**src/rtl/cobs_sr_pkg.sv**
```systemverilog
package cobs_sr_pkg;

    localparam int BYTE_W     = 8;
    localparam int BUF_DEPTH  = 32;
    localparam int ADDR_W     = $clog2(BUF_DEPTH);
    localparam int FILL_W     = ADDR_W + 1;
    localparam int CODE_W     = FILL_W + 1;
    localparam int MAX_RUN    = 16;
    localparam int PEND_W     = $clog2(MAX_RUN);
    localparam int DEPTH_W    = 6;
    localparam int RUN_W      = 5;
    localparam int ACT_W      = 2;
    localparam int CFG_IDX_W  = 3;
    localparam int CMDQ_DEPTH = 2;
    localparam int CMDQ_PTR_W = $clog2(CMDQ_DEPTH);
    localparam int CMDQ_CNT_W = CMDQ_PTR_W + 1;

    localparam logic [ACT_W-1:0] ACT_WRITE  = 2'd0;
    localparam logic [ACT_W-1:0] ACT_FINISH = 2'd1;
    localparam logic [ACT_W-1:0] ACT_DELIM  = 2'd2;

    localparam logic [CFG_IDX_W-1:0] CFG_DELIMITER = 3'd0;
    localparam logic [CFG_IDX_W-1:0] CFG_DEPTH     = 3'd1;
    localparam logic [CFG_IDX_W-1:0] CFG_REPLACE   = 3'd2;
    localparam logic [CFG_IDX_W-1:0] CFG_RUN_BYTE  = 3'd3;
    localparam logic [CFG_IDX_W-1:0] CFG_RUN_LEN   = 3'd4;

    localparam logic [1:0] CMD_MISS  = 2'd0;
    localparam logic [1:0] CMD_HIT   = 2'd1;
    localparam logic [1:0] CMD_FIN   = 2'd2;
    localparam logic [1:0] CMD_DELIM = 2'd3;

    typedef struct packed {
        logic [BYTE_W-1:0]  delimiter_value;
        logic [DEPTH_W-1:0] block_depth;
        logic               replace_enable;
        logic [BYTE_W-1:0]  run_byte;
        logic [RUN_W-1:0]   run_length;
    } t_cfg;

    typedef struct packed {
        logic [1:0]        kind;
        logic [BYTE_W-1:0] data;
    } t_cmd;

    function automatic logic [FILL_W-1:0] eff_depth(input logic [DEPTH_W-1:0] d);
        logic [FILL_W-1:0] r;
        if (d < DEPTH_W'(2)) begin
            r = FILL_W'(2);
        end else if (d > DEPTH_W'(BUF_DEPTH)) begin
            r = FILL_W'(BUF_DEPTH);
        end else begin
            r = FILL_W'(d);
        end
        return r;
    endfunction

    function automatic logic [RUN_W-1:0] eff_run(input logic [RUN_W-1:0] l);
        logic [RUN_W-1:0] r;
        if (l == '0) begin
            r = RUN_W'(1);
        end else if (l > RUN_W'(MAX_RUN)) begin
            r = RUN_W'(MAX_RUN);
        end else begin
            r = l;
        end
        return r;
    endfunction

endpackage

```
**src/rtl/cobs_sr_front.sv**
```systemverilog
module cobs_sr_front (
    input  logic                                 i_valid,
    input  logic [cobs_sr_pkg::ACT_W-1:0]        i_action,
    input  logic [cobs_sr_pkg::BYTE_W-1:0]       i_data_byte,
    input  cobs_sr_pkg::t_cfg                    i_cfg,
    input  logic                                 i_q_full,
    output logic                                 o_stall,
    output logic                                 o_push,
    output cobs_sr_pkg::t_cmd                    o_cmd
);

    always_comb begin
        o_stall    = i_q_full;
        o_push     = 1'b0;
        o_cmd.data = i_data_byte;
        o_cmd.kind = cobs_sr_pkg::CMD_MISS;
        case (i_action)
            cobs_sr_pkg::ACT_WRITE: begin
                o_push = i_valid && !i_q_full;
                if (i_cfg.replace_enable && (i_data_byte == i_cfg.run_byte)) begin
                    o_cmd.kind = cobs_sr_pkg::CMD_HIT;
                end
            end
            cobs_sr_pkg::ACT_FINISH: begin
                o_push     = i_valid && !i_q_full;
                o_cmd.kind = cobs_sr_pkg::CMD_FIN;
            end
            cobs_sr_pkg::ACT_DELIM: begin
                o_push     = i_valid && !i_q_full;
                o_cmd.kind = cobs_sr_pkg::CMD_DELIM;
            end
            default: begin
                o_push = 1'b0;
            end
        endcase
    end

endmodule

```
**src/rtl/cobs_sr_cmdq.sv**
```systemverilog
module cobs_sr_cmdq (
    input  logic              i_clk,
    input  logic              i_rst_n,
    input  logic              i_push,
    input  cobs_sr_pkg::t_cmd i_cmd,
    output logic              o_full,
    output logic              o_valid,
    output cobs_sr_pkg::t_cmd o_cmd,
    input  logic              i_pop
);

    cobs_sr_pkg::t_cmd                     r_mem [cobs_sr_pkg::CMDQ_DEPTH];
    logic [cobs_sr_pkg::CMDQ_PTR_W-1:0]    r_wr_ptr;
    logic [cobs_sr_pkg::CMDQ_PTR_W-1:0]    r_rd_ptr;
    logic [cobs_sr_pkg::CMDQ_CNT_W-1:0]    r_count;
    logic                                  do_pop;

    assign o_full  = (r_count == cobs_sr_pkg::CMDQ_CNT_W'(cobs_sr_pkg::CMDQ_DEPTH));
    assign o_valid = (r_count != '0);
    assign o_cmd   = r_mem[r_rd_ptr];
    assign do_pop  = i_pop && o_valid;

    always_ff @(posedge i_clk) begin
        if (!i_rst_n) begin
            r_wr_ptr <= '0;
            r_rd_ptr <= '0;
            r_count  <= '0;
        end else begin
            if (i_push) begin
                r_wr_ptr <= r_wr_ptr + cobs_sr_pkg::CMDQ_PTR_W'(1);
            end
            if (do_pop) begin
                r_rd_ptr <= r_rd_ptr + cobs_sr_pkg::CMDQ_PTR_W'(1);
            end
            if (i_push && !do_pop) begin
                r_count <= r_count + cobs_sr_pkg::CMDQ_CNT_W'(1);
            end else if (do_pop && !i_push) begin
                r_count <= r_count - cobs_sr_pkg::CMDQ_CNT_W'(1);
            end
        end
    end

    always_ff @(posedge i_clk) begin
        if (i_push) begin
            r_mem[r_wr_ptr] <= i_cmd;
        end
    end

endmodule

```
**src/rtl/cobs_sr_back.sv**
```systemverilog
module cobs_sr_back (
    input  logic                            i_clk,
    input  logic                            i_rst_n,
    input  cobs_sr_pkg::t_cfg               i_cfg,
    input  logic                            i_cmd_valid,
    input  cobs_sr_pkg::t_cmd               i_cmd,
    output logic                            o_cmd_pop,
    input  logic                            i_stall,
    output logic                            o_valid,
    output logic [cobs_sr_pkg::BYTE_W-1:0]  o_out_byte,
    output logic                            o_last_of_run
);

    localparam logic [2:0] ST_IDLE   = 3'd0;
    localparam logic [2:0] ST_REPLAY = 3'd1;
    localparam logic [2:0] ST_ENC    = 3'd2;
    localparam logic [2:0] ST_FFIN   = 3'd3;
    localparam logic [2:0] ST_FCODE  = 3'd4;
    localparam logic [2:0] ST_FDATA  = 3'd5;
    localparam logic [2:0] ST_DELIM  = 3'd6;

    localparam int BW = cobs_sr_pkg::BYTE_W;
    localparam int FW = cobs_sr_pkg::FILL_W;
    localparam int AW = cobs_sr_pkg::ADDR_W;
    localparam int CW = cobs_sr_pkg::CODE_W;
    localparam int PW = cobs_sr_pkg::PEND_W;
    localparam int RW = cobs_sr_pkg::RUN_W;

    logic [BW-1:0] r_buf [cobs_sr_pkg::BUF_DEPTH];
    logic [BW-1:0] r_rdata;

    logic [2:0]    r_state, n_state;
    logic [2:0]    r_ret, n_ret;
    logic [1:0]    r_kind, n_kind;
    logic [BW-1:0] r_byte, n_byte;
    logic [FW-1:0] r_fill, n_fill;
    logic [PW-1:0] r_pend, n_pend;
    logic [AW-1:0] r_idx, n_idx;
    logic [CW-1:0] r_code, n_code;
    logic [BW-1:0] r_hold, n_hold;
    logic          r_hold_v, n_hold_v;
    logic          r_ov, n_ov;
    logic [BW-1:0] r_obyte, n_obyte;
    logic          r_olast, n_olast;

    logic [FW-1:0] depth;
    logic [RW-1:0] run;
    logic          out_free;
    logic          can_emit;
    logic          emit_en;
    logic [BW-1:0] emit_byte;
    logic          last_en;
    logic          push_en;
    logic          mem_we;
    logic [BW-1:0] enc_x;
    logic [2:0]    enc_follow;
    logic [FW-1:0] fill_inc;
    logic [RW-1:0] pend_inc;
    logic [FW-1:0] idx_inc;
    logic [BW-1:0] code_byte;

    assign depth      = cobs_sr_pkg::eff_depth(i_cfg.block_depth);
    assign run        = cobs_sr_pkg::eff_run(i_cfg.run_length);
    assign out_free   = !r_ov || !i_stall;
    assign can_emit   = !r_hold_v || out_free;
    assign fill_inc   = r_fill + FW'(1);
    assign pend_inc   = RW'(r_pend) + RW'(1);
    assign idx_inc    = FW'(r_idx) + FW'(1);

    always_comb begin
        code_byte = BW'(r_code);
        if ((i_cfg.delimiter_value != '0) && (code_byte == i_cfg.delimiter_value)) begin
            code_byte = '0;
        end
    end

    always_comb begin
        enc_x      = (r_state == ST_ENC) ? r_byte : i_cfg.run_byte;
        enc_follow = ST_IDLE;
        if (r_state == ST_REPLAY) begin
            if (r_pend != PW'(1)) begin
                enc_follow = ST_REPLAY;
            end else if (r_kind == cobs_sr_pkg::CMD_FIN) begin
                enc_follow = ST_FFIN;
            end else begin
                enc_follow = ST_ENC;
            end
        end
    end

    always_comb begin
        n_state   = r_state;
        n_ret     = r_ret;
        n_kind    = r_kind;
        n_byte    = r_byte;
        n_fill    = r_fill;
        n_pend    = r_pend;
        n_idx     = r_idx;
        n_code    = r_code;
        o_cmd_pop = 1'b0;
        mem_we    = 1'b0;
        emit_en   = 1'b0;
        emit_byte = code_byte;
        last_en   = 1'b0;

        case (r_state)
            ST_IDLE: begin
                if (can_emit) begin
                    last_en = r_hold_v;
                    if (i_cmd_valid) begin
                        o_cmd_pop = 1'b1;
                        n_kind    = i_cmd.kind;
                        n_byte    = i_cmd.data;
                        case (i_cmd.kind)
                            cobs_sr_pkg::CMD_DELIM: begin
                                n_state = ST_DELIM;
                            end
                            cobs_sr_pkg::CMD_HIT: begin
                                if (pend_inc >= run) begin
                                    n_code  = CW'(r_fill) + CW'(depth);
                                    n_ret   = ST_IDLE;
                                    n_pend  = '0;
                                    n_state = ST_FCODE;
                                end else begin
                                    n_pend = pend_inc[PW-1:0];
                                end
                            end
                            cobs_sr_pkg::CMD_FIN: begin
                                n_state = (r_pend != '0) ? ST_REPLAY : ST_FFIN;
                            end
                            default: begin
                                n_state = (r_pend != '0) ? ST_REPLAY : ST_ENC;
                            end
                        endcase
                    end
                end
            end
            ST_REPLAY, ST_ENC: begin
                if (r_state == ST_REPLAY) begin
                    n_pend = r_pend - PW'(1);
                end
                if (enc_x != i_cfg.delimiter_value) begin
                    mem_we = 1'b1;
                    n_fill = fill_inc;
                    if (fill_inc >= depth) begin
                        n_code  = CW'(fill_inc);
                        n_ret   = enc_follow;
                        n_state = ST_FCODE;
                    end else begin
                        n_state = enc_follow;
                    end
                end else begin
                    n_code  = CW'(r_fill);
                    n_ret   = enc_follow;
                    n_state = ST_FCODE;
                end
            end
            ST_FFIN: begin
                n_code  = CW'(r_fill);
                n_ret   = ST_DELIM;
                n_state = ST_FCODE;
            end
            ST_FCODE: begin
                n_idx = AW'(1);
                if (can_emit) begin
                    emit_en   = 1'b1;
                    emit_byte = code_byte;
                    n_state   = (r_fill == FW'(1)) ? r_ret : ST_FDATA;
                end
            end
            ST_FDATA: begin
                if (can_emit) begin
                    emit_en   = 1'b1;
                    emit_byte = r_rdata;
                    if (idx_inc == r_fill) begin
                        n_fill  = FW'(1);
                        n_state = r_ret;
                    end else begin
                        n_idx = idx_inc[AW-1:0];
                    end
                end
            end
            ST_DELIM: begin
                if (can_emit) begin
                    emit_en   = 1'b1;
                    emit_byte = i_cfg.delimiter_value;
                    n_state   = ST_IDLE;
                end
            end
            default: begin
                n_state = ST_IDLE;
            end
        endcase
    end

    always_comb begin
        n_hold   = r_hold;
        n_hold_v = r_hold_v;
        push_en  = (emit_en && r_hold_v) || last_en;
        if (emit_en) begin
            n_hold   = emit_byte;
            n_hold_v = 1'b1;
        end else if (last_en) begin
            n_hold_v = 1'b0;
        end
        n_ov    = r_ov;
        n_obyte = r_obyte;
        n_olast = r_olast;
        if (push_en) begin
            n_ov    = 1'b1;
            n_obyte = r_hold;
            n_olast = last_en;
        end else if (!i_stall) begin
            n_ov = 1'b0;
        end
    end

    always_ff @(posedge i_clk) begin
        if (!i_rst_n) begin
            r_state  <= ST_IDLE;
            r_fill   <= FW'(1);
            r_pend   <= '0;
            r_hold_v <= 1'b0;
            r_ov     <= 1'b0;
        end else begin
            r_state  <= n_state;
            r_fill   <= n_fill;
            r_pend   <= n_pend;
            r_hold_v <= n_hold_v;
            r_ov     <= n_ov;
        end
    end

    always_ff @(posedge i_clk) begin
        r_ret   <= n_ret;
        r_kind  <= n_kind;
        r_byte  <= n_byte;
        r_idx   <= n_idx;
        r_code  <= n_code;
        r_hold  <= n_hold;
        r_obyte <= n_obyte;
        r_olast <= n_olast;
    end

    always_ff @(posedge i_clk) begin
        if (mem_we) begin
            r_buf[r_fill[AW-1:0]] <= enc_x;
        end
        r_rdata <= r_buf[n_idx];
    end

    assign o_valid       = r_ov;
    assign o_out_byte    = r_obyte;
    assign o_last_of_run = r_olast;

endmodule

```
**src/rtl/cobs_sr_stream_encoder_top.sv**
```systemverilog
// Input commands wait in the command queue, so new input can be taken while the encoder
// sequencer is still busy; the input stalls when the queue is full. A data byte that is not
// the delimiter is stored in the block buffer, as is each replayed run byte; a flushed block is
// sent as its code byte and then its data bytes, one byte per cycle while the output is not stalled.
// Reset is synchronous and active low: it restores the register defaults, empties the queue
// and output stage, and sets the fill position to one; the block buffer is not cleared.
module cobs_sr_stream_encoder_top (
    input  logic                                 i_clk,
    input  logic                                 i_rst_n,
    input  logic                                 i_valid,
    output logic                                 o_stall,
    input  logic [cobs_sr_pkg::ACT_W-1:0]        i_action,
    input  logic [cobs_sr_pkg::BYTE_W-1:0]       i_data_byte,
    output logic                                 o_valid,
    input  logic                                 i_stall,
    output logic [cobs_sr_pkg::BYTE_W-1:0]       o_out_byte,
    output logic                                 o_last_of_run,
    input  logic                                 i_cfg_we,
    input  logic [cobs_sr_pkg::CFG_IDX_W-1:0]    i_cfg_idx,
    input  logic [cobs_sr_pkg::BYTE_W-1:0]       i_cfg_data
);

    cobs_sr_pkg::t_cfg r_cfg;
    cobs_sr_pkg::t_cmd front_cmd;
    cobs_sr_pkg::t_cmd q_cmd;
    logic              front_push;
    logic              q_full;
    logic              q_valid;
    logic              q_pop;

    always_ff @(posedge i_clk) begin
        if (!i_rst_n) begin
            r_cfg.delimiter_value <= '0;
            r_cfg.block_depth     <= cobs_sr_pkg::DEPTH_W'(32);
            r_cfg.replace_enable  <= 1'b0;
            r_cfg.run_byte        <= '0;
            r_cfg.run_length      <= cobs_sr_pkg::RUN_W'(2);
        end else if (i_cfg_we) begin
            case (i_cfg_idx)
                cobs_sr_pkg::CFG_DELIMITER: begin
                    r_cfg.delimiter_value <= i_cfg_data;
                end
                cobs_sr_pkg::CFG_DEPTH: begin
                    r_cfg.block_depth <= i_cfg_data[cobs_sr_pkg::DEPTH_W-1:0];
                end
                cobs_sr_pkg::CFG_REPLACE: begin
                    r_cfg.replace_enable <= i_cfg_data[0];
                end
                cobs_sr_pkg::CFG_RUN_BYTE: begin
                    r_cfg.run_byte <= i_cfg_data;
                end
                cobs_sr_pkg::CFG_RUN_LEN: begin
                    r_cfg.run_length <= i_cfg_data[cobs_sr_pkg::RUN_W-1:0];
                end
                default: begin
                end
            endcase
        end
    end

    cobs_sr_front u_front (
        .i_valid     (i_valid),
        .i_action    (i_action),
        .i_data_byte (i_data_byte),
        .i_cfg       (r_cfg),
        .i_q_full    (q_full),
        .o_stall     (o_stall),
        .o_push      (front_push),
        .o_cmd       (front_cmd)
    );

    cobs_sr_cmdq u_cmdq (
        .i_clk   (i_clk),
        .i_rst_n (i_rst_n),
        .i_push  (front_push),
        .i_cmd   (front_cmd),
        .o_full  (q_full),
        .o_valid (q_valid),
        .o_cmd   (q_cmd),
        .i_pop   (q_pop)
    );

    cobs_sr_back u_back (
        .i_clk         (i_clk),
        .i_rst_n       (i_rst_n),
        .i_cfg         (r_cfg),
        .i_cmd_valid   (q_valid),
        .i_cmd         (q_cmd),
        .o_cmd_pop     (q_pop),
        .i_stall       (i_stall),
        .o_valid       (o_valid),
        .o_out_byte    (o_out_byte),
        .o_last_of_run (o_last_of_run)
    );

endmodule

```
**config.mk**
```make
export PLATFORM = sky130hd
export DESIGN_NAME = cobs_sr_stream_encoder_top
export DESIGN_NICKNAME = d
export VERILOG_FILES = /design/src/rtl/cobs_sr_pkg.sv /design/src/rtl/cobs_sr_front.sv /design/src/rtl/cobs_sr_cmdq.sv /design/src/rtl/cobs_sr_back.sv /design/src/rtl/cobs_sr_stream_encoder_top.sv
export SDC_FILE = /design/constraint.sdc
export NUM_CORES = 1
export LEC_CHECK = 0
export ABC_AREA = 1
export BUFFER_PORTS_ARGS = -buffer_cell sky130_fd_sc_hd__buf_2
export CORE_MARGIN = 1
export CORE_UTILIZATION = 35
export DETAILED_ROUTE_END_ITERATION = 10
export MAX_ROUTING_LAYER = met4
export PLACE_DENSITY_LB_ADDON = 0.2
export SKIP_CTS_REPAIR_TIMING = 1
export SKIP_LAST_GASP = 1
export SLEW_MARGIN = 20
export SYNTH_ARGS = -nofsm -noshare
export SYNTH_HDL_FRONTEND = slang
export SYNTH_SLANG_ARGS = --single-unit
```
**constraint.sdc**
```tcl
create_clock -name i_clk -period 7.9 [get_ports i_clk]
set_clock_uncertainty 0.05 [all_clocks]
set_input_delay 0.79 -clock i_clk [delete_from_list [all_inputs] [get_ports i_clk]]
set_output_delay 0.79 -clock i_clk [all_outputs]
set_load 0.005 [all_outputs]
```
==> results of run 1 <==
[registers in the layout, summed over array words and instances, names as in the netlist, 2 cells and up, named ones only]
name / count
u_back.r_idx: 5
r_cfg: 28
u_back.r_code: 7
u_cmdq.r_count: 2
u_back.r_state: 3
u_back.r_buf: 256
u_back.r_ret: 3
u_back.r_pend: 4
u_back.r_rdata: 8
u_cmdq.r_mem: 20
u_back.r_hold: 8
u_back.r_byte: 8
u_back.o_out_byte: 8
u_back.r_kind: 2
u_back.r_fill: 6
[critical path, delay by kind of cell (launching register included)]
kind | cells | cell delay [ns]
buffers and inverters | 2 | 1.22
flip-flops | 1 | 0.50
adder cells (fa/ha/maj) | 1 | 0.29
AND/OR/NAND/NOR | 16 | 2.32
[final cells by class]
type                       instances  area, µm²  area share
tap                              672        841      0.0421
sequential                       374      10600       0.532
clock buffer                      63       1190      0.0596
timing repair buffer              53        308      0.0154
multi-input combinational       1054       5530       0.277
inverter                         347       1310      0.0656
clock inverter                    15        168     0.00840
[power by group through the flow]
stage	registers [mW]	logic, mW	clock network (mW)
after floorplan	2.54	1.25	0
after global placement	2.62	1.79	0
after detailed placement	2.62	1.80	0
after CTS	2.58	1.81	1.96
after global routing	2.60	2.02	2.04
final	2.58	1.80	1.93
[cells in the mapped netlist (2+ instances only)]
library cell  count
o211ai_1          9
a31oi_1           4
a221oi_1          2
o21ai_1           8
edfxtp_1        313
nor3_2            2
a211oi_1          2
nand4_1         127
a2111oi_0         2
o21a_1            7
a21oi_2           2
nor2_1           98
nand3b_1          3
buf_4            13
nand2_2           9
o21ai_0          59
buf_2            51
ha_1             27
mux2_2            8
nand2_1         311
xor2_1           25
a21oi_1          51
nand3_1         273
inv_1           336
nor4_1            3
clkbuf_1         31
nor3_1            8
dfxtp_1          61
inv_2             8
[path summary, 6_finish.rpt]
check | end | startpoint
worst max-delay path | u_back.r_rdata[7] | u_back.r_idx[0]
worst min-delay path | u_back.o_out_byte[0] | u_back.r_hold[0]
worst max register to register | u_back.r_rdata[7] | u_back.r_idx[0]
worst min register to register | u_back.o_out_byte[0] | u_back.r_hold[0]
[stage by stage]
| step | hold WS (ns) | instance area (µm²) |
|---|---|---|
| after floorplan | 0.350 | 17900 |
| after global placement | 0.356 | 18600 |
| after detailed placement | 0.356 | 18600 |
| after CTS | 0.365 | 20000 |
| after global routing | 0.377 | 20000 |
| final | 0.367 | 20000 |
[per-layer routing]
layer,vias up,GRT usage,wire [µm],share of wire
met4,0,0.0583,1070,0.022
met1,6254,0.264,22500,0.46
met5,-,-,0,0
li1,6324,-,-,-
met2,365,0.312,23200,0.47
met3,75,0.0245,2500,0.051
[kinds of logic (layout without fill, tap and decap cells)]
kind of cell | Yosys count | after routing | synth area share
DFF | 374 | 374 | 0.594
AOI/OAI and AO/OA | 151 | 151 | 0.0474
and+or+nand+nor | 842 | 842 | 0.221
xor gates and xnor gates | 25 | 25 | 0.0123
buffers and inverters | 443 | 478 | 0.100
adders and majority gates | 28 | 28 | 0.0200
muxes | 8 | 8 | 0.00504
==> impl_results.md, run 1 <==
* Switching Share at 0.358
* Fin cells at around 2,600
* Internal at around 4.1 mW
* WL/cell at about 19 µm
* Ys Warns at 0
* DR vias at ~13,000
* Most used cell, CP: nand2_1
* Num CTS Buffers at 42
* Ant. Diodes at 0
* Max Cap Viol at 0
* R2R depth at 19
* GRT Total Usage at 0.197
* Syn Area/Cell at roughly 9.5 µm²
* Placed instance count at around 2,500
* CTS Buffer Depth at 3
* CTS tree: built
* Hold Crit Class: flip-flop to flip-flop
* Post-Syn Area at 17,900 µm²
* Sequential Power Share at 0.409
* Worst Path Required at around 8.4 ns
* Routed WL at about 49,000 µm
* Post-synth cell types at 47
* Insertion delay to the later sink of the worst-skew pair at between 0.5 and 0.6 ns
* Initial antenna violation count at 1
* Drt pass-1 iters at 5
* Clock power frac at 0.305
* Power density over the cells at 316 nW/µm²
* #FFs+latches synth at ~370
* Period minus WS final at about 4.5 ns
* Proportion of layout cells with a drive suffix above 1 at 0.0834
* Status: finished clean
* Type of origin of the critical path: flip-flop
* Syn Inst Count at between 1,500 and 2,000
* Vias per Instance at just over 5
* Worst Path Max Fanout at 73
* NumNets Final at approximately 1,900
* Util after Layout at 0.397
* Die Y at around 230 µm
* H-tree levels at 2
* Mapped Nets at around 1,900
* Total grt overflow at 0
* CP max stage cell: nand3_4
* Number of flops mapped to enable cells by yosys at ~310
* Yosys top cell area share at 0.526
* First-pass GRT wire length at 77,100 µm
* CP max stage delay at approximately 0.85 ns
* Largest net degree at the start of global routing at 89
* Crit. End Element: flip-flop
* Top_reg_cell synth: edfxtp_1
* Seq/Total Area, Yosys at 0.594
* Relative slew margins at 0.335
* Logic pwr share at 0.286
* NetSw at 2.26 mW
* Final worst-path setup slack at ~3.4 ns
* CTS clk-pin slew, worst paths at 0.06 ns
* Final period util at 0.567
* Leakage power figure at 8.36 nW
* Async SR Flop Fraction at 0
* RSZ-0062 raised after global routing: no
* Detailed placement HPWL at approximately 30,000 µm
* Setup_tns at 0 ns
* Initial Utilization at 0.355
* Endpoints failing hold at 0
* Worst slew pin tran at ~1.0 ns
* Iter 0 DRT Violations at 1,277
* Core area at between 50,000 and 60,000 µm²
* I/O pin count at 37
* Pre-CTS setup slack at around 3.3 ns
* Final weighted congestion in routability-driven placement at just under 0.9
* Fmax at between 0.2 and 0.25 GHz
* Row count at 82
* Vias in the first global route at 12,800
* Commonest non-fill, non-tap cells in the layout: inv_1, edfxtp_1, nand2_1, nand3_1, nand4_1
* Commonest non-fill, non-tap cell in the layout: inv_1
* DRT antenna net count at 0
* Die X at roughly 230 µm
* Design Power at about 6.3 mW
* Worst Hold Depth at 0
* Synthesis-to-layout area growth at 11.8%
* Data arrival, critical path at a little under 5 ns
* Sink Count at between 300 and 400
* DIE AREA at about 52,000 µm²
* IO Port Bufs at 36
* Yosys top cell by area: edfxtp_1
* Final number of setup-violating endpoints at 0
* Critical-path cell list: ha_1, nand3_1, nand2_1, nand2_1, nand2_1, nand2_1, nor2_1, nand3_1, nand4_1, buf_4, nand3_4, buf_4, nand2_1, nand3_1, nand3_1, nand3_1, nand2_1, nand2_1, nand2_1
* Maximum vdd drop at 175 µV
* R2r setup slk at ~3.4 ns
* Synth top area cells: edfxtp_1, nand3_1, inv_1, dfxtp_1, nand2_1
* WS Path Type: flip-flop to flip-flop
* Drt drc at 0
* Slew Viols, Final at 0
* Fill cell count at about 5,000
* Root Driver: clkbuf_16
Power figures use the tool's default switching activity.
==> inputs of run 2 (changes only) <==
==> constraint.sdc (replaced) <==
create_clock -name i_clk -period 3.7 [get_ports i_clk]
set_clock_uncertainty 0.05 [all_clocks]
set_input_delay 0.37 -clock i_clk [delete_from_list [all_inputs] [get_ports i_clk]]
set_output_delay 0.37 -clock i_clk [all_outputs]
set_load 0.005 [all_outputs]
==> run 2 against run 1 <==
The flow now finishes with violations (hold timing). Sequential share of layout area decreased by 1.0 points. Clock power increased by 120%. Largest cell class unchanged. Die area is the same. Sequential power is 110% higher.
==> impl_results.md, run 2 (synthesis gave the netlist of run 1 again) <==
* Status: finished, violations left
* Failing checks: hold timing
* IO Port Bufs at 36
* Core area at around 50,000 µm²
* Setup_tns at 0 ns
* FF-to-FF End: u_back.r_state[1]
* Leakage power figure at roughly 8.6 nW
* CP max stage cell: nor4_1
* Slew Viols, Final at 0
* CTS Buffer Depth at 3
* Worst Path Required at between 4 and 5 ns
* CP max stage delay at 0.43 ns
* CTS tree: built
* DIE AREA at between 50,000 and 60,000 µm²
* Total grt overflow at 0
* WL/cell at 18.9 µm
* WS Path Type: flip-flop to flip-flop
* DRT antenna net count at 0
* R2R depth at 18
* Largest net degree at the start of global routing at ~120
* Drt pass-1 iters at 6
* Num CTS Buffers at between 40 and 50
* Vias per Instance at just over 5
* R2r setup slk at 0.42 ns
* NumNets Final at approximately 2,000
* Most used cell, CP: nand2_1
* Final period util at 0.886
* Top cell family by delay on the critical path: compound AO/OA/AOI/OAI gates
* Worst Hold Depth at 3
* Met2 usage at 0.306
* Row count at 82
* Final hold slack at -0.000378 ns
* Sink Count at 374
* Data arrival, critical path at approximately 3.7 ns
* Period minus WS final at between 3 and 4 ns
* Initial antenna violation count at 1
* Proportion of layout cells with a drive suffix above 1 at 0.0958
* Worst Path Max Fanout at 4
* Met3 GRT Util at 0.0265
* Fill cell count at 4,963
* Die Y at ~230 µm
* Reg area at approximately 11,000 µm²
* Endpoints failing hold at 1
* Routed WL at 49,200 µm
* Critical-path cell list: nor4_1, inv_1, o21ai_0, inv_1, a21oi_1, inv_1, ha_1, a21boi_0, o21a_1, o21ai_0, nand2_1, nand2_1, nand2_1, a21oi_1, nand2_1, nor3_1, o21ai_0, a21oi_1
* CTS clk-pin slew, worst paths at roughly 0.060 ns
* GRT Total Usage at 0.196
* Worst Path Buf+Inv at 3
* First-pass GRT wire length at around 76,000 µm
* I/O pin count at 37
* Hold Crit Start: i_stall
* Synthesis-to-layout area growth at 13.9%
* Design Power at between 10 and 15 mW
* Ant. Diodes at 0
* Pre-CTS setup slack at approximately 0.45 ns
* Detailed placement HPWL at 31,400 µm
* Fmax at 0.305 GHz
* Worst Hold End: u_back.o_valid
* Iter 0 DRT Violations at around 1,100
* Crit. End Element: flip-flop
* Relative slew margins at 0.384
* Area of the multi-input gates at 5530 µm²
* Most used routing layer: met2
* Worst R2R Start: r_cfg[16]
* RSZ-0062 raised after global routing: no
* DR vias at roughly 13,000
* Final number of setup-violating endpoints at 0
* Power density over the cells at ~680 nW/µm²
* Commonest non-fill, non-tap cell in the layout: inv_1
* H-tree levels at 2
* Worst slew pin tran at between 0.9 and 1 ns
* Type of origin of the critical path: flip-flop
* Insertion delay to the later sink of the worst-skew pair at between 0.5 and 0.6 ns
* Root Driver: clkbuf_16
* Commonest non-fill, non-tap cells in the layout: inv_1, edfxtp_1, nand2_1, nand3_1, nand4_1
* Util after Layout at 0.405
* Max reg flops at 256
* Max Cap Viol at 0
* Initial Utilization at 0.355
* Drt drc at 0
* Maximum vdd drop at about 520 µV
* Final worst-path setup slack at roughly 0.42 ns
* Met1 Track Usage GR at 0.264
* Vias in the first global route at 13,000
* Hold Crit Class: input pin to flip-flop
* Die X at 228 µm
* Final weighted congestion in routability-driven placement at 0.872
-- run 2: changes by cell type in the layout (fill, tap and decap cells not counted) --
cell | before | now
buf_12 | 0 | 8
buf_4 | 17 | 30
bufinv_16 | 2 | 6
clkbuf_1 | 15 | 6
clkbuf_16 | 42 | 43
clkbuf_8 | 6 | 1
clkinv_1 | 5 | 7
clkinv_16 | 1 | 0
clkinv_2 | 8 | 11
clkinv_4 | 0 | 1
clkinvlp_4 | 0 | 2
dlygate4sd3_1 | 0 | 7
inv_2 | 7 | 8
inv_4 | 2 | 1
-- run 2: worst max-delay path by stage --
stage / startpoint / endpoint / slack, ns / depth (start not counted)
2_1_floorplan: u_back.r_state[1] / u_back.r_code[0] / 0.17 / 11
3_3_place_gp: r_cfg[15] / u_back.r_state[1] / 0.38 / 18
3_5_place_dp: r_cfg[16] / u_back.r_state[1] / 0.45 / 18
6_report: r_cfg[16] / u_back.r_state[1] / 0.42 / 18
5_1_grt: r_cfg[16] / u_back.r_state[1] / 0.004 / 18
4_1_cts: r_cfg[16] / u_back.r_state[1] / 0.42 / 18
-- run 2: where the power goes --
group | internal [mW] | leakage, nW | switching, mW
registers | 5.20 | 3.38 | 0.233
clock network | 2.57 | 0.692 | 1.72
logic | 1.20 | 4.49 | 2.84
-- run 2: layout make-up --
| class | count | share of cell area |
|---|---|---|
| Clock inverter | 26 | 0.0149 |
| Sequential cell | 374 | 0.522 |
| Multi-Input combinational cell | 1054 | 0.272 |
| Clock buffer | 50 | 0.0546 |
| Tap cell | 672 | 0.0413 |
| Timing Repair Buffer | 81 | 0.0312 |
| Inverter | 347 | 0.0642 |
-- run 2: through the flow --
step	instance area, µm²	std cells	hold WS [ns]
6_report	20400	2604	-0.000378
5_1_grt	20400	2604	0.00665
4_1_cts	20300	2597	-0.0395
3_5_place_dp	18900	2521	0.356
3_3_place_gp	18900	2521	0.361
2_1_floorplan	17900	1871	0.350
-- run 2: per-layer routing --
metal	vias to the layer above	share of wire
met4	0	0.025
met3	85	0.050
li1	6375	-
met1	6409	0.46
met2	360	0.47
met5	-	0
-- run 2: worst reg2reg max path, cell delays in order, from the launching register on --
cell and delay [ns]:
dfxtp_1 0.32, nor4_1 0.43, inv_1 0.07, o21ai_0 0.32, inv_1 0.07, a21oi_1 0.29, inv_1 0.10, ha_1 0.27
a21boi_0 0.12, o21a_1 0.17, o21ai_0 0.14, nand2_1 0.07, nand2_1 0.06, nand2_1 0.05, a21oi_1 0.18, nand2_1 0.12
nor3_1 0.15, o21ai_0 0.10, a21oi_1 0.13
